==> src/rtl/qcfs_pkg.sv <==
package qcfs_pkg;

   localparam int HOLD_DEPTH_DEFAULT  = 32;
   localparam int MAX_NESTING_DEFAULT = 255;

   localparam logic [7:0] CHAR_SQUOTE = 8'h27;
   localparam logic [7:0] CHAR_DQUOTE = 8'h22;
   localparam logic [7:0] CHAR_LPAREN = 8'h28;
   localparam logic [7:0] CHAR_RPAREN = 8'h29;
   localparam logic [7:0] CHAR_COMMA  = 8'h2C;
   localparam logic [7:0] CHAR_SPACE  = 8'h20;
   localparam logic [7:0] CHAR_TAB    = 8'h09;
   localparam logic [7:0] CHAR_CR     = 8'h0D;

   function automatic logic is_white(input logic [7:0] c);
      return (c == CHAR_SPACE) || ((c >= CHAR_TAB) && (c <= CHAR_CR));
   endfunction

endpackage

==> src/rtl/qcfs_if.sv <==
interface qcfs_req_if;
   logic       valid;
   logic       ready;
   logic [7:0] char_in;
   logic       string_last;

   modport source (output valid, char_in, string_last, input ready);
   modport sink (input valid, char_in, string_last, output ready);
endinterface

interface qcfs_rsp_if;
   logic       valid;
   logic       ready;
   logic [7:0] byte_out;
   logic       byte_valid;
   logic       field_end;
   logic       whitespace_lost;
   logic       string_end;
   logic       run_last;

   modport source (output valid, byte_out, byte_valid, field_end, whitespace_lost,
                   string_end, run_last, input ready);
   modport sink (input valid, byte_out, byte_valid, field_end, whitespace_lost,
                 string_end, run_last, output ready);
endinterface

==> src/rtl/quote_aware_comma_field_splitter_top.sv <==
// Splits a byte stream into comma separated fields, honoring single quotes,
// double quotes and parentheses, and trims whitespace around each field.
// The req channel takes one byte per item with a flag on the last byte of a
// string. The rsp channel gives zero or more items per byte: field bytes,
// field ends and an end of string marker, with run_last on the final item of
// each input byte. Every result passes through one output register: the
// first result of a byte is offered right after the edge that accepts it, or
// one cycle later when held whitespace has to be read back first.
// A byte that yields at most one result takes one cycle. A content byte that
// follows N held whitespace bytes takes N + 2 cycles: one to accept it and
// start the read of the hold memory, N to send the held bytes and one for the
// byte itself. A content byte that ends the string adds one cycle for its
// field end.
// A new byte is taken only when the previous byte has put out all results
// and the output register is free or being emptied in the same cycle.
// When the receiver stalls, the pending result holds and input stops.
// Reset is synchronous and clears the quote, nesting and field state; the
// hold memory needs no clearing since only written entries are read.
module quote_aware_comma_field_splitter_top #(
   parameter int HOLD_DEPTH  = qcfs_pkg::HOLD_DEPTH_DEFAULT,
   parameter int MAX_NESTING = qcfs_pkg::MAX_NESTING_DEFAULT
) (
   input  logic       clock,
   input  logic       reset,
   qcfs_req_if.sink   req_chan,
   qcfs_rsp_if.source rsp_chan
);
   import qcfs_pkg::*;

   localparam int IDX_W = (HOLD_DEPTH > 1) ? $clog2(HOLD_DEPTH) : 1;

   logic             wr_en;
   logic [IDX_W-1:0] wr_addr;
   logic [7:0]       wr_data;
   logic [IDX_W-1:0] rd_addr;
   logic [7:0]       rd_data;

   qcfs_ctrl #(
      .HOLD_DEPTH  (HOLD_DEPTH),
      .MAX_NESTING (MAX_NESTING)
   ) u_ctrl (
      .clock   (clock),
      .reset   (reset),
      .req     (req_chan),
      .rsp     (rsp_chan),
      .wr_en   (wr_en),
      .wr_addr (wr_addr),
      .wr_data (wr_data),
      .rd_addr (rd_addr),
      .rd_data (rd_data)
   );

   qcfs_hold_buf #(
      .HOLD_DEPTH (HOLD_DEPTH)
   ) u_hold_buf (
      .clock   (clock),
      .wr_en   (wr_en),
      .wr_addr (wr_addr),
      .wr_data (wr_data),
      .rd_addr (rd_addr),
      .rd_data (rd_data)
   );

endmodule

==> src/rtl/qcfs_hold_buf.sv <==
module qcfs_hold_buf #(
   parameter int HOLD_DEPTH = qcfs_pkg::HOLD_DEPTH_DEFAULT,
   localparam int IDX_W = (HOLD_DEPTH > 1) ? $clog2(HOLD_DEPTH) : 1
) (
   input  logic             clock,
   input  logic             wr_en,
   input  logic [IDX_W-1:0] wr_addr,
   input  logic [7:0]       wr_data,
   input  logic [IDX_W-1:0] rd_addr,
   output logic [7:0]       rd_data
);
   import qcfs_pkg::*;

   logic [7:0] mem [HOLD_DEPTH];
   logic [7:0] rd_data_ff;

   always_ff @(posedge clock) begin
      if (wr_en) begin
         mem[wr_addr] <= wr_data;
      end
      rd_data_ff <= mem[rd_addr];
   end

   assign rd_data = rd_data_ff;

endmodule

==> src/rtl/qcfs_ctrl.sv <==
module qcfs_ctrl #(
   parameter int HOLD_DEPTH  = qcfs_pkg::HOLD_DEPTH_DEFAULT,
   parameter int MAX_NESTING = qcfs_pkg::MAX_NESTING_DEFAULT,
   localparam int IDX_W = (HOLD_DEPTH > 1) ? $clog2(HOLD_DEPTH) : 1
) (
   input  logic             clock,
   input  logic             reset,
   qcfs_req_if.sink         req,
   qcfs_rsp_if.source       rsp,
   output logic             wr_en,
   output logic [IDX_W-1:0] wr_addr,
   output logic [7:0]       wr_data,
   output logic [IDX_W-1:0] rd_addr,
   input  logic [7:0]       rd_data
);
   import qcfs_pkg::*;

   localparam int CNT_W = $clog2(HOLD_DEPTH + 1);
   localparam int DEP_W = $clog2(MAX_NESTING + 1);

   typedef enum logic [1:0] {
      ST_IDLE,
      ST_FLUSH,
      ST_BYTE,
      ST_FEND
   } state_type;

   state_type        state_ff, state_in;
   logic             squote_ff, squote_in;
   logic             dquote_ff, dquote_in;
   logic [DEP_W-1:0] depth_ff, depth_in;
   logic             content_ff, content_in;
   logic [CNT_W-1:0] count_ff, count_in;
   logic             ovf_ff, ovf_in;
   logic [CNT_W-1:0] idx_ff, idx_in;
   logic [7:0]       char_ff, char_in;
   logic             last_ff, last_in;

   logic             rsp_valid_ff, rsp_valid_in;
   logic [7:0]       byte_out_ff, byte_out_in;
   logic             byte_valid_ff, byte_valid_in;
   logic             field_end_ff, field_end_in;
   logic             lost_ff, lost_in;
   logic             string_end_ff, string_end_in;
   logic             run_last_ff, run_last_in;

   logic             can_emit;
   logic             accept;
   logic             split;
   logic             ovf_next;
   logic             emit;
   logic [7:0]       e_byte;
   logic             e_valid, e_fend, e_lost, e_send, e_rlast;

   assign can_emit  = !rsp_valid_ff || rsp.ready;
   assign req.ready = (state_ff == ST_IDLE) && can_emit;
   assign accept    = req.valid && req.ready;

   always_comb begin
      state_in   = state_ff;
      squote_in  = squote_ff;
      dquote_in  = dquote_ff;
      depth_in   = depth_ff;
      content_in = content_ff;
      count_in   = count_ff;
      ovf_in     = ovf_ff;
      idx_in     = idx_ff;
      char_in    = char_ff;
      last_in    = last_ff;
      split      = 1'b0;
      ovf_next   = ovf_ff;
      wr_en      = 1'b0;
      wr_addr    = count_ff[IDX_W-1:0];
      wr_data    = req.char_in;
      emit       = 1'b0;
      e_byte     = 8'd0;
      e_valid    = 1'b0;
      e_fend     = 1'b0;
      e_lost     = ovf_ff;
      e_send     = 1'b0;
      e_rlast    = 1'b0;

      unique case (state_ff)
         ST_IDLE: begin
            if (accept) begin
               if ((req.char_in == CHAR_SQUOTE) && !dquote_ff) begin
                  squote_in = !squote_ff;
               end else if ((req.char_in == CHAR_DQUOTE) && !squote_ff) begin
                  dquote_in = !dquote_ff;
               end else if (!squote_ff && !dquote_ff) begin
                  if (req.char_in == CHAR_LPAREN) begin
                     if (depth_ff < DEP_W'(MAX_NESTING)) begin
                        depth_in = depth_ff + DEP_W'(1);
                     end
                  end else if (req.char_in == CHAR_RPAREN) begin
                     if (depth_ff != '0) begin
                        depth_in = depth_ff - DEP_W'(1);
                     end
                  end else if ((req.char_in == CHAR_COMMA) && (depth_ff == '0)) begin
                     split = 1'b1;
                  end
               end

               if (split) begin
                  emit       = 1'b1;
                  e_fend     = 1'b1;
                  e_send     = req.string_last;
                  e_rlast    = 1'b1;
                  content_in = 1'b0;
                  count_in   = '0;
                  ovf_in     = 1'b0;
               end else if (is_white(req.char_in)) begin
                  if (content_ff) begin
                     if (count_ff < CNT_W'(HOLD_DEPTH)) begin
                        wr_en    = 1'b1;
                        count_in = count_ff + CNT_W'(1);
                     end else begin
                        ovf_next = 1'b1;
                     end
                  end
                  if (req.string_last) begin
                     emit       = 1'b1;
                     e_fend     = content_ff;
                     e_lost     = ovf_next;
                     e_send     = 1'b1;
                     e_rlast    = 1'b1;
                     content_in = 1'b0;
                     count_in   = '0;
                     ovf_in     = 1'b0;
                  end else begin
                     ovf_in = ovf_next;
                  end
               end else begin
                  char_in = req.char_in;
                  last_in = req.string_last;
                  if (count_ff != '0) begin
                     idx_in   = '0;
                     state_in = ST_FLUSH;
                  end else begin
                     emit       = 1'b1;
                     e_byte     = req.char_in;
                     e_valid    = 1'b1;
                     e_rlast    = !req.string_last;
                     content_in = 1'b1;
                     if (req.string_last) begin
                        state_in = ST_FEND;
                     end
                  end
               end

               if (req.string_last) begin
                  squote_in = 1'b0;
                  dquote_in = 1'b0;
                  depth_in  = '0;
               end
            end
         end
         ST_FLUSH: begin
            if (can_emit) begin
               emit    = 1'b1;
               e_byte  = rd_data;
               e_valid = 1'b1;
               idx_in  = idx_ff + CNT_W'(1);
               if (idx_ff == count_ff - CNT_W'(1)) begin
                  state_in = ST_BYTE;
               end
            end
         end
         ST_BYTE: begin
            if (can_emit) begin
               emit       = 1'b1;
               e_byte     = char_ff;
               e_valid    = 1'b1;
               e_rlast    = !last_ff;
               count_in   = '0;
               content_in = 1'b1;
               state_in   = last_ff ? ST_FEND : ST_IDLE;
            end
         end
         ST_FEND: begin
            if (can_emit) begin
               emit       = 1'b1;
               e_fend     = 1'b1;
               e_send     = 1'b1;
               e_rlast    = 1'b1;
               content_in = 1'b0;
               count_in   = '0;
               ovf_in     = 1'b0;
               state_in   = ST_IDLE;
            end
         end
         default: begin
            state_in = ST_IDLE;
         end
      endcase

      rd_addr = idx_in[IDX_W-1:0];

      rsp_valid_in  = rsp_valid_ff && !rsp.ready;
      byte_out_in   = byte_out_ff;
      byte_valid_in = byte_valid_ff;
      field_end_in  = field_end_ff;
      lost_in       = lost_ff;
      string_end_in = string_end_ff;
      run_last_in   = run_last_ff;
      if (emit) begin
         rsp_valid_in  = 1'b1;
         byte_out_in   = e_byte;
         byte_valid_in = e_valid;
         field_end_in  = e_fend;
         lost_in       = e_lost;
         string_end_in = e_send;
         run_last_in   = e_rlast;
      end
   end

   always_ff @(posedge clock) begin
      if (reset) begin
         state_ff     <= ST_IDLE;
         squote_ff    <= 1'b0;
         dquote_ff    <= 1'b0;
         depth_ff     <= '0;
         content_ff   <= 1'b0;
         count_ff     <= '0;
         ovf_ff       <= 1'b0;
         idx_ff       <= '0;
         rsp_valid_ff <= 1'b0;
      end else begin
         state_ff     <= state_in;
         squote_ff    <= squote_in;
         dquote_ff    <= dquote_in;
         depth_ff     <= depth_in;
         content_ff   <= content_in;
         count_ff     <= count_in;
         ovf_ff       <= ovf_in;
         idx_ff       <= idx_in;
         rsp_valid_ff <= rsp_valid_in;
      end
      char_ff       <= char_in;
      last_ff       <= last_in;
      byte_out_ff   <= byte_out_in;
      byte_valid_ff <= byte_valid_in;
      field_end_ff  <= field_end_in;
      lost_ff       <= lost_in;
      string_end_ff <= string_end_in;
      run_last_ff   <= run_last_in;
   end

   assign rsp.valid           = rsp_valid_ff;
   assign rsp.byte_out        = byte_out_ff;
   assign rsp.byte_valid      = byte_valid_ff;
   assign rsp.field_end       = field_end_ff;
   assign rsp.whitespace_lost = lost_ff;
   assign rsp.string_end      = string_end_ff;
   assign rsp.run_last        = run_last_ff;

endmodule
==> src/flat_wrapper.sv <==
// flat-port wrapper written by rule: the top's interface ports become plain ports
module quote_aware_comma_field_splitter_top_flat import qcfs_pkg::*;
#(
   parameter int HOLD_DEPTH  = qcfs_pkg::HOLD_DEPTH_DEFAULT,
   parameter int MAX_NESTING = qcfs_pkg::MAX_NESTING_DEFAULT
)
  (clock, reset, req_chan_valid, req_chan_char_in, req_chan_string_last, req_chan_ready, rsp_chan_valid, rsp_chan_byte_out, rsp_chan_byte_valid, rsp_chan_field_end, rsp_chan_whitespace_lost, rsp_chan_string_end, rsp_chan_run_last, rsp_chan_ready);
  qcfs_req_if req_chan_i ();
  qcfs_rsp_if rsp_chan_i ();
  input  logic clock;
  input  logic reset;
  input wire logic [$bits(req_chan_i.valid)-1:0] req_chan_valid;
  input wire logic [$bits(req_chan_i.char_in)-1:0] req_chan_char_in;
  input wire logic [$bits(req_chan_i.string_last)-1:0] req_chan_string_last;
  output wire logic [$bits(req_chan_i.ready)-1:0] req_chan_ready;
  output wire logic [$bits(rsp_chan_i.valid)-1:0] rsp_chan_valid;
  output wire logic [$bits(rsp_chan_i.byte_out)-1:0] rsp_chan_byte_out;
  output wire logic [$bits(rsp_chan_i.byte_valid)-1:0] rsp_chan_byte_valid;
  output wire logic [$bits(rsp_chan_i.field_end)-1:0] rsp_chan_field_end;
  output wire logic [$bits(rsp_chan_i.whitespace_lost)-1:0] rsp_chan_whitespace_lost;
  output wire logic [$bits(rsp_chan_i.string_end)-1:0] rsp_chan_string_end;
  output wire logic [$bits(rsp_chan_i.run_last)-1:0] rsp_chan_run_last;
  input wire logic [$bits(rsp_chan_i.ready)-1:0] rsp_chan_ready;
  assign req_chan_i.valid = req_chan_valid;
  assign req_chan_i.char_in = req_chan_char_in;
  assign req_chan_i.string_last = req_chan_string_last;
  assign req_chan_ready = req_chan_i.ready;
  assign rsp_chan_valid = rsp_chan_i.valid;
  assign rsp_chan_byte_out = rsp_chan_i.byte_out;
  assign rsp_chan_byte_valid = rsp_chan_i.byte_valid;
  assign rsp_chan_field_end = rsp_chan_i.field_end;
  assign rsp_chan_whitespace_lost = rsp_chan_i.whitespace_lost;
  assign rsp_chan_string_end = rsp_chan_i.string_end;
  assign rsp_chan_run_last = rsp_chan_i.run_last;
  assign rsp_chan_i.ready = rsp_chan_ready;
  quote_aware_comma_field_splitter_top #(.HOLD_DEPTH(HOLD_DEPTH), .MAX_NESTING(MAX_NESTING)) u_core (.clock(clock), .reset(reset), .req_chan(req_chan_i), .rsp_chan(rsp_chan_i));
endmodule
==> config.mk <==
export PLATFORM = sky130hd
export DESIGN_NAME = quote_aware_comma_field_splitter_top_flat
export DESIGN_NICKNAME = d
export VERILOG_FILES = /design/src/rtl/qcfs_pkg.sv /design/src/rtl/qcfs_if.sv /design/src/rtl/quote_aware_comma_field_splitter_top.sv /design/src/rtl/qcfs_hold_buf.sv /design/src/rtl/qcfs_ctrl.sv /design/src/flat_wrapper.sv
export SDC_FILE = /design/constraint.sdc
export NUM_CORES = 1
export LEC_CHECK = 0
export BUFFER_PORTS_ARGS = -buffer_cell sky130_fd_sc_hd__clkbuf_2
export CORE_MARGIN = 5
export CORE_UTILIZATION = 55
export DETAILED_ROUTE_END_ITERATION = 8
export PLACE_DENSITY = 0.71
export SYNTH_ARGS = -nofsm -noshare
export SYNTH_HDL_FRONTEND = slang
export SYNTH_SLANG_ARGS = --single-unit
==> constraint.sdc <==
create_clock -name clock -period 4.7 [get_ports clock]
set_input_delay 0.94 -clock clock [delete_from_list [all_inputs] [get_ports clock]]
set_output_delay 0.94 -clock clock [all_outputs]
set_load 0.02 [all_outputs]
## After elaboration in Yosys (flattened, before gate mapping)

Memory sizes are Yosys's and may differ from the RTL's. A register that Yosys moved wholly into a read port is not among the register bits.
Index checks and enable logic that the tools add are counted.

| operators by class | value |
|---|---|
| add/subtract/negate cells | 5 |
| multiply operators | 0 |
| divide/modulo/power cells | 0 |
| order comparisons | 4 |
| eq/ne operators | 28 |
| shifts and indexed selects | 0 |
| muxes and demuxes | 108 |
| bitwise logic cells | 2 |
| reduce and logical (&&, ||, !) cells | 41 |

Operators with widths:

| kind | count |
|---|---|
| $mux W8 | 14 |
| $mux W6 | 12 |
| $mux W1 | 61 |
| $eq A8 B6 Y1 const B | 6 |
| $pmux W6 S2 | 2 |
| $pmux W8 S3 | 1 |
| $mux W2 | 10 |
| $ne A2 B2 Y1 const B | 9 |
| $reduce_and A6 Y1 | 3 |
| $reduce_and A8 Y1 | 2 |
| $add A6 B1 Y6 const B | 2 |
| $ne A4 B3 Y1 const B | 3 |
| $reduce_and A4 Y1 | 3 |
| $reduce_bool A2 Y1 | 6 |
| $pmux W1 S2 | 5 |
| $reduce_bool A3 Y1 | 3 |
| $add A8 B1 Y8 const B | 1 |
| $ge A8 B4 Y1 const B | 1 |
| $le A8 B4 Y1 const B | 1 |
| $logic_and A1 B1 Y1 | 8 |
| $logic_not A8 Y1 | 1 |
| $lt A8 B8 Y1 const B | 1 |
| $pmux W2 S4 | 1 |
| $reduce_bool A8 Y1 | 1 |
| 19 further kinds | 31 |

| storage, ports and cells | value |
|---|---|
| bits in registers | 49 |
| latch bits | 0 |
| memory bits (writable) | 256 |
| bits in read-only memories | 0 |
| output and inout bits | 15 |
| word-level logic and storage cells | 207 |
| memories | 1 |

Memory list:

| memory | depth | bits a word | rd ports | clocked after Yosys merged registers in | wr ports | line | source |
|---|---|---|---|---|---|---|---|
| u_core.u_hold_buf.mem | 32 | 8 | 1 | 1 | 1 | qcfs_hold_buf.sv:14 | `logic [7:0] mem [HOLD_DEPTH];` |

## Longest topological paths before layout

| logic depth | value |
|---|---|
| word-level depth | 15 |
| gate-level depth with buffers | 13 |

## Modules after synthesis

From an unflattened synthesis, not the netlist that was laid out.

| second synthesis, totals | value |
|---|---|
| cell total of the unflattened synthesis | 776 |
| area total of the unflattened synthesis | 13210.2 µm² |

Modules (own cells, without submodules):

| module | times used | cells an instance | area each (µm²) | sequential area each (µm²) |
|---|---|---|---|---|
| qcfs_hold_buf | 1 | 417 | 10053.4 | 7847.5 |
| qcfs_ctrl | 1 | 359 | 3156.8 | 1201.2 |

## Least setup slack after synthesis

No wires, ideal clock.

| timing | value |
|---|---|
| path type | input to register |
| start | in req_chan_char_in[4] |
| end | reg u_core.u_ctrl.depth_ff[7] |
| setup time | 132 ps |
| data arrival time | 3488 ps |
| required time | 4568 ps |
| path slack | 1080 ps |
| stages | 12 |
| path buffers | 0 |
| path through | or3_4 -> or3_1 -> or2_2 -> ha_1 -> a21o_1 -> a21oi_1 -> o21bai_1 -> a21oi_1 -> o21ai_0 -> xnor2_1 -> mux2i_1 -> a21oi_1 |

| on the way | value |
|---|---|
| word-level cells in the longest chain between the ends | 6 |
| elaborated cells on any way between the ends | 17 |

RTL lines:

| element | line | source |
|---|---|---|
| start, declared | flat_wrapper.sv:13 | `input wire logic [$bits(req_chan_i.char_in)-1:0] req_chan_char_in;` |
| $eq A8 B6 Y1 | qcfs_ctrl.sv:91 | `if (req.char_in == CHAR_LPAREN) begin` |
| $mux W8 | qcfs_ctrl.sv:91 |  |
| $mux W8 | qcfs_ctrl.sv:90 | `end else if (!squote_ff && !dquote_ff) begin` |
| $mux W8 | qcfs_ctrl.sv:88 | `end else if ((req.char_in == CHAR_DQUOTE) && !squote_ff) begin` |
| $mux W8 | qcfs_ctrl.sv:86 | `if ((req.char_in == CHAR_SQUOTE) && !dquote_ff) begin` |
| $mux W8 | qcfs_ctrl.sv:151 | `if (req.string_last) begin` |
| end signal, assigned | qcfs_ctrl.sv:232 | `depth_ff <= depth_in;` |
| end, declared | qcfs_ctrl.sv:31 | `logic [DEP_W-1:0] depth_ff, depth_in;` |

Parallel ways exist; a longest one is shown, timed or not. The select of a mux whose other input is x is not followed.
A chain may end at the register's enable or synchronous reset.

## Worst setup path in the final report

| timing | value |
|---|---|
| start | in req_chan_char_in[1] |
| end | reg u_core.u_hold_buf.rd_data_ff[4] (netlist: u_core.u_hold_buf.rd_data[4]), read port of u_core.u_hold_buf.mem |

| on the way | value |
|---|---|
| word-level cells in the longest chain between the ends | 13 |
| elaborated cells on any way between the ends | 25 |

RTL lines:

| element | line | source |
|---|---|---|
| $eq A8 B6 Y1 | qcfs_ctrl.sv:99 | `end else if ((req.char_in == CHAR_COMMA) && (depth_ff == '0)) begin` |
| $logic_and A1 B1 Y1 | qcfs_ctrl.sv:99 |  |
| $mux W1 | qcfs_ctrl.sv:99 |  |
| $mux W1 | qcfs_ctrl.sv:95 | `end else if (req.char_in == CHAR_RPAREN) begin` |
| $mux W1 | qcfs_ctrl.sv:91 |  |
| $mux W1 | qcfs_ctrl.sv:90 |  |
| $mux W1 | qcfs_ctrl.sv:88 |  |
| $mux W1 | qcfs_ctrl.sv:86 |  |
| $mux W1 | qcfs_ctrl.sv:85 | `if (accept) begin` |
| $mux W1 | qcfs_ctrl.sv:83 | `unique case (state_ff)` |
| $mux W6 (*) | qcfs_ctrl.sv:104 | `if (split) begin` |
| $mux W6 (*) | qcfs_ctrl.sv:85 |  |
| $pmux W6 S2 (*) | qcfs_ctrl.sv:83 |  |
| end, declared | qcfs_hold_buf.sv:15 | `logic [7:0] rd_data_ff;` |

Mark *: on every way between the ends. The rest lies on a longest branch, timed or not. The select of a mux whose other input is x is not followed.

==> results.md <==
- The number of flops mapped to enable cells by yosys is ~280.
- The total count of max-transition violations in the final report is 0.
- The number of levels in the clock H-tree is 1.
- Setup total negative slack on the finished layout was measured at 0 ps.
- The die footprint is between 0.02 and 0.03 mm2.
- The data arrival time of the worst path is between 3000 and 4000 ps.
- The critical path is of the in -> reg type.
- The wire length per cell is 22.8 um.
- The period utilization is 0.759.
- The share of post-route cells with drive strength above 1 is 0.156.
- The share of the Yosys chip area taken by registers is 0.667.
- The cell type group with the largest total delay on the critical path is simple AND/OR/NAND/NOR gates.
- Counting both buffers and inverters, the worst setup path holds a total of 3.
- The number of cell rows is 57.
- The count of buffers added on input and output ports is 27.
- The path class of the lowest-slack min-delay path is reg -> reg.
- The maximum net fanout on the critical path is 18.
- For this run, the slowest stage of the critical path takes approximately 540 ps.
- The initial core utilization is 0.558.
- 0 antenna diodes ended up in the layout.
- The clock tree root driver cell is sky130_fd_sc_hd__clkbuf_16.
- In this run, post-CTS repair resized a total of 0 instances.
- The number of max-cap violations is 0.
- Summed over all layers, the global routing overflow is 0.
- In this run the cell area of the synthesized design comes to 0.0136 mm2.
- Setup repair after global routing left no endpoint under its margin.
- The area added between synthesis and finish is 13.4%.
- The slew at the pin closest to its max-slew limit is 1060 ps.
- The overall power of the completed layout is ~0.0076 W.
- Of all cell types, the one taking the most synthesized area is sky130_fd_sc_hd__edfxtp_1.
- The final-report hold violation count is 0.
- The number of buffers inserted by post-CTS setup repair is 0.
- The cts-stage hold buffer count is 0.
- The via count of the first global-routing pass came to 8440.
- The total I/O pin count is 28.
- Yosys printed 0 warnings.
- The count of cells in the finished layout, fillers not included, comes to 1448.
- TritonCTS built the clock tree.
- The count of filler cells inserted in the layout is approximately 1.8k.
- The fraction of synthesis flops using an asynchronous set or reset pin is 0.
- The count of unresolved DRC violations after routing is 0.
- When the netlist entered floorplanning its net count stood at around 1.1k.
- The core region is 0.0243 mm2.
- The footprint of the flip-flops and latches is 0.00905 mm2.
- By area the synthesized netlist is led by sky130_fd_sc_hd__edfxtp_1, sky130_fd_sc_hd__dfxtp_1, sky130_fd_sc_hd__a22oi_1.
- The synthesized area divided by synthesized cell count is about 13 um2.
- The number of antenna violations at the first check in global routing came to 2.
- The clock-pin transition on the worst setup and hold timing paths is 60 ps.
- The number of vias in the routed layout is roughly 8.8k.
- In this run the power density over the cells is 495 mW/mm2.
- The flow ran to the end, and the final reports show no timing, DRC or antenna violations.
- After the last flow step, the layout net total stands at between 1k and 1.5k.
- The clock latency on the worst-skew pair is roughly 550 ps.
- The height of the chip is ~170 um.
- The time the worst path needs with I/O delays and setup is 3570 ps.
- The area used by multi-input combinational logic is just over 0.004 mm2.
- The clock sink count is between 300 and 400.
- Detailed placement finished with a half-perimeter wire length of between 20 and 25 mm.
- Counting the buffers created by CTS gives 31.
- The detail route stage leaves a number of antenna-violating nets equal to 0.
- The clock skew after layout is roughly 12 ps.
- The placed cell count is 1391.
- The floorplan die width is ~170 um.
- In the global route stage, overall resource usage came out at 0.231.
- Among all stages on the critical path, the largest delay is contributed by sky130_fd_sc_hd__or3b_2.
- Summed over all layers, the routed wires come to between 30 and 40 mm.
- The routability-driven placement congestion ratio is around 0.9.
- The count of routing violations after the opening detailed-route iteration is around 1.0k.
- Measured on the finished design, the core utilization comes to 0.633.
- Hold timing on the final database bottoms out at a slack of a little over 500 ps.
- Counting stages on the worst path, the most repeated cell is sky130_fd_sc_hd__mux2i_1.
- The worst relative slew slack is 0.289.
- At the worst endpoint, the required time is between 5000 and 6000 ps.
- The maximum operating frequency is between 0.2 and 0.3 GHz.
- The largest net degree at the start of global routing is between 40 and 50.
- The first-pass iteration count of the detailed router is 5.
- Synthesis produced a netlist whose cell count is 1031.
- The first global-routing pass estimated 50.2 mm of wire.
- Setup violations remaining at the end of the flow were counted as 0.
- The most frequently used flop master after synthesis is sky130_fd_sc_hd__edfxtp_1.
- After synthesis, the netlist uses ~70 different library cells.
- The clock passes through at most 3 buffers.
- Summed over all cells, the static leakage comes to 5.28 nW.
- The type of element capturing the critical path is a register.
- The worst ir drop on vdd is 0.379 mV.
- Dividing the detail-routed via count by the number of cells gives between 6 and 7.
- Of the post-synthesis cell area, the dominant cell type holds 0.615.
- The critical path goes through clkbuf_2 -> or3b_2 -> nor2_1 -> nand2_2 -> a31oi_4 -> buf_12 -> buf_4 -> mux2i_1 -> mux2i_1 -> o2111ai_1 -> nand4_1.
- The flip-flop and latch count after synthesis is about 310.
- STA classifies the critical path startpoint as an input pin.
[tightest hold or removal path: cells and delay by family (launching register included)]
kind	cells	cell delay, ps
and+or+nand+nor	1	70
DFF	1	340
AOI/OAI and AO/OA	1	50
[synth_stat cells (14+ instances only)]
| master | n |
|---|---|
| sky130_fd_sc_hd__clkbuf_1 | 31 |
| sky130_fd_sc_hd__buf_2 | 14 |
| sky130_fd_sc_hd__nand2_1 | 137 |
| sky130_fd_sc_hd__mux2i_1 | 56 |
| sky130_fd_sc_hd__edfxtp_1 | 278 |
| sky130_fd_sc_hd__a21oi_1 | 29 |
| sky130_fd_sc_hd__a22oi_1 | 87 |
| sky130_fd_sc_hd__inv_1 | 15 |
| sky130_fd_sc_hd__dfxtp_1 | 35 |
| sky130_fd_sc_hd__nand4_1 | 26 |
| sky130_fd_sc_hd__nand3_1 | 34 |
| sky130_fd_sc_hd__nor2_1 | 94 |
| sky130_fd_sc_hd__ha_1 | 17 |
[routing by layer]
metal  vias up  routed length (um)  GRT usage
li1       4082                   -          -
met5         -                  12          0
met1      4256               13800      0.328
met3        64                2810     0.0413
met2       391               15600      0.374
met4         2                 800     0.0591
[where the power goes]
group	internal, W	switching [W]	total, W
sequential	0.00320	0.0000900	0.00329
clock	0.00149	0.00100	0.00250
combinational	0.000616	0.00123	0.00184
total	0.00531	0.00232	0.00763
[worst paths after layout]
path,slack (ps),startpoint,end,depth (start not counted)
worst max register to register,1230,u_core.u_ctrl.count_ff[4]$_SDFFE_PP0P_,u_core.u_hold_buf.rd_data[1]$_DFF_P_,9
worst min-delay path,500,u_core.u_ctrl.depth_ff[7]$_SDFFE_PP0P_,u_core.u_ctrl.depth_ff[7]$_SDFFE_PP0P_,2
worst min register to register,500,u_core.u_ctrl.depth_ff[7]$_SDFFE_PP0P_,u_core.u_ctrl.depth_ff[7]$_SDFFE_PP0P_,2
worst max-delay path,1130,req_chan_char_in[1],u_core.u_hold_buf.rd_data[4]$_DFF_P_,11
[state kept, by name, indices dropped and copies added, names as in the netlist, 2 cells and up]
name                        flops
u_core.u_ctrl.char_ff           8
u_core.u_ctrl.count_ff          6
u_core.u_ctrl.depth_ff          8
u_core.u_ctrl.idx_ff            6
u_core.u_ctrl.rsp.byte_out      8
u_core.u_ctrl.state_ff          2
u_core.u_hold_buf.mem         256
u_core.u_hold_buf.rd_data       8
[final cells by class]
type / count / area share
well taps: 324 / 0.0263
repair buffers: 97 / 0.0461
inverters: 15 / 0.00366
multi-input cells: 642 / 0.269
clock inverters: 14 / 0.0114
flip-flops and latches: 313 / 0.588
clock buffers: 43 / 0.0559
[stage by stage]
| step | cell area, um2 | setup WS [ps] |
|---|---|---|
| after global placement | 14400 | 685 |
| after detailed placement | 14400 | 621 |
| after floorplan | 13600 | 1080 |
| final | 15400 | 1130 |
| after global routing | 15400 | 949 |
| after CTS | 15400 | 1190 |
[layout by cell type (no fill, tap or decap), types with 9 or more instances in the layout]
| cell type | synthesis | final |
|---|---|---|
| sky130_fd_sc_hd__edfxtp_1 | 278 | 278 |
| sky130_fd_sc_hd__nand2_1 | 137 | 137 |
| sky130_fd_sc_hd__nor2_1 | 94 | 93 |
| sky130_fd_sc_hd__a22oi_1 | 87 | 87 |
| sky130_fd_sc_hd__buf_4 | 4 | 66 |
| sky130_fd_sc_hd__mux2i_1 | 56 | 56 |
| sky130_fd_sc_hd__dfxtp_1 | 35 | 35 |
| sky130_fd_sc_hd__nand3_1 | 34 | 34 |
| sky130_fd_sc_hd__clkbuf_16 | 0 | 31 |
| sky130_fd_sc_hd__a21oi_1 | 29 | 29 |
| sky130_fd_sc_hd__clkbuf_2 | 0 | 27 |
| sky130_fd_sc_hd__nand4_1 | 26 | 26 |
| sky130_fd_sc_hd__ha_1 | 17 | 17 |
| sky130_fd_sc_hd__inv_1 | 15 | 15 |
| sky130_fd_sc_hd__nor3_1 | 12 | 12 |
| sky130_fd_sc_hd__xnor2_1 | 12 | 12 |
| sky130_fd_sc_hd__a32oi_1 | 10 | 10 |
| sky130_fd_sc_hd__o21ai_0 | 11 | 10 |
| sky130_fd_sc_hd__o2111ai_1 | 9 | 9 |
[cell families (layout without fill, tap and decap cells)]
logic type / after synthesis / in the layout / synth area share
AOI/OAI and AO/OA: 192 / 192 / 0.104
and+or+nand+nor: 350 / 350 / 0.119
DFF: 313 / 313 / 0.667
xor gates and xnor gates: 19 / 19 / 0.0123
adders and majority gates: 18 / 18 / 0.0171
buffers and inverters: 76 / 169 / 0.0292
muxes: 63 / 63 / 0.0521
(Power assumes the default switching activity.)
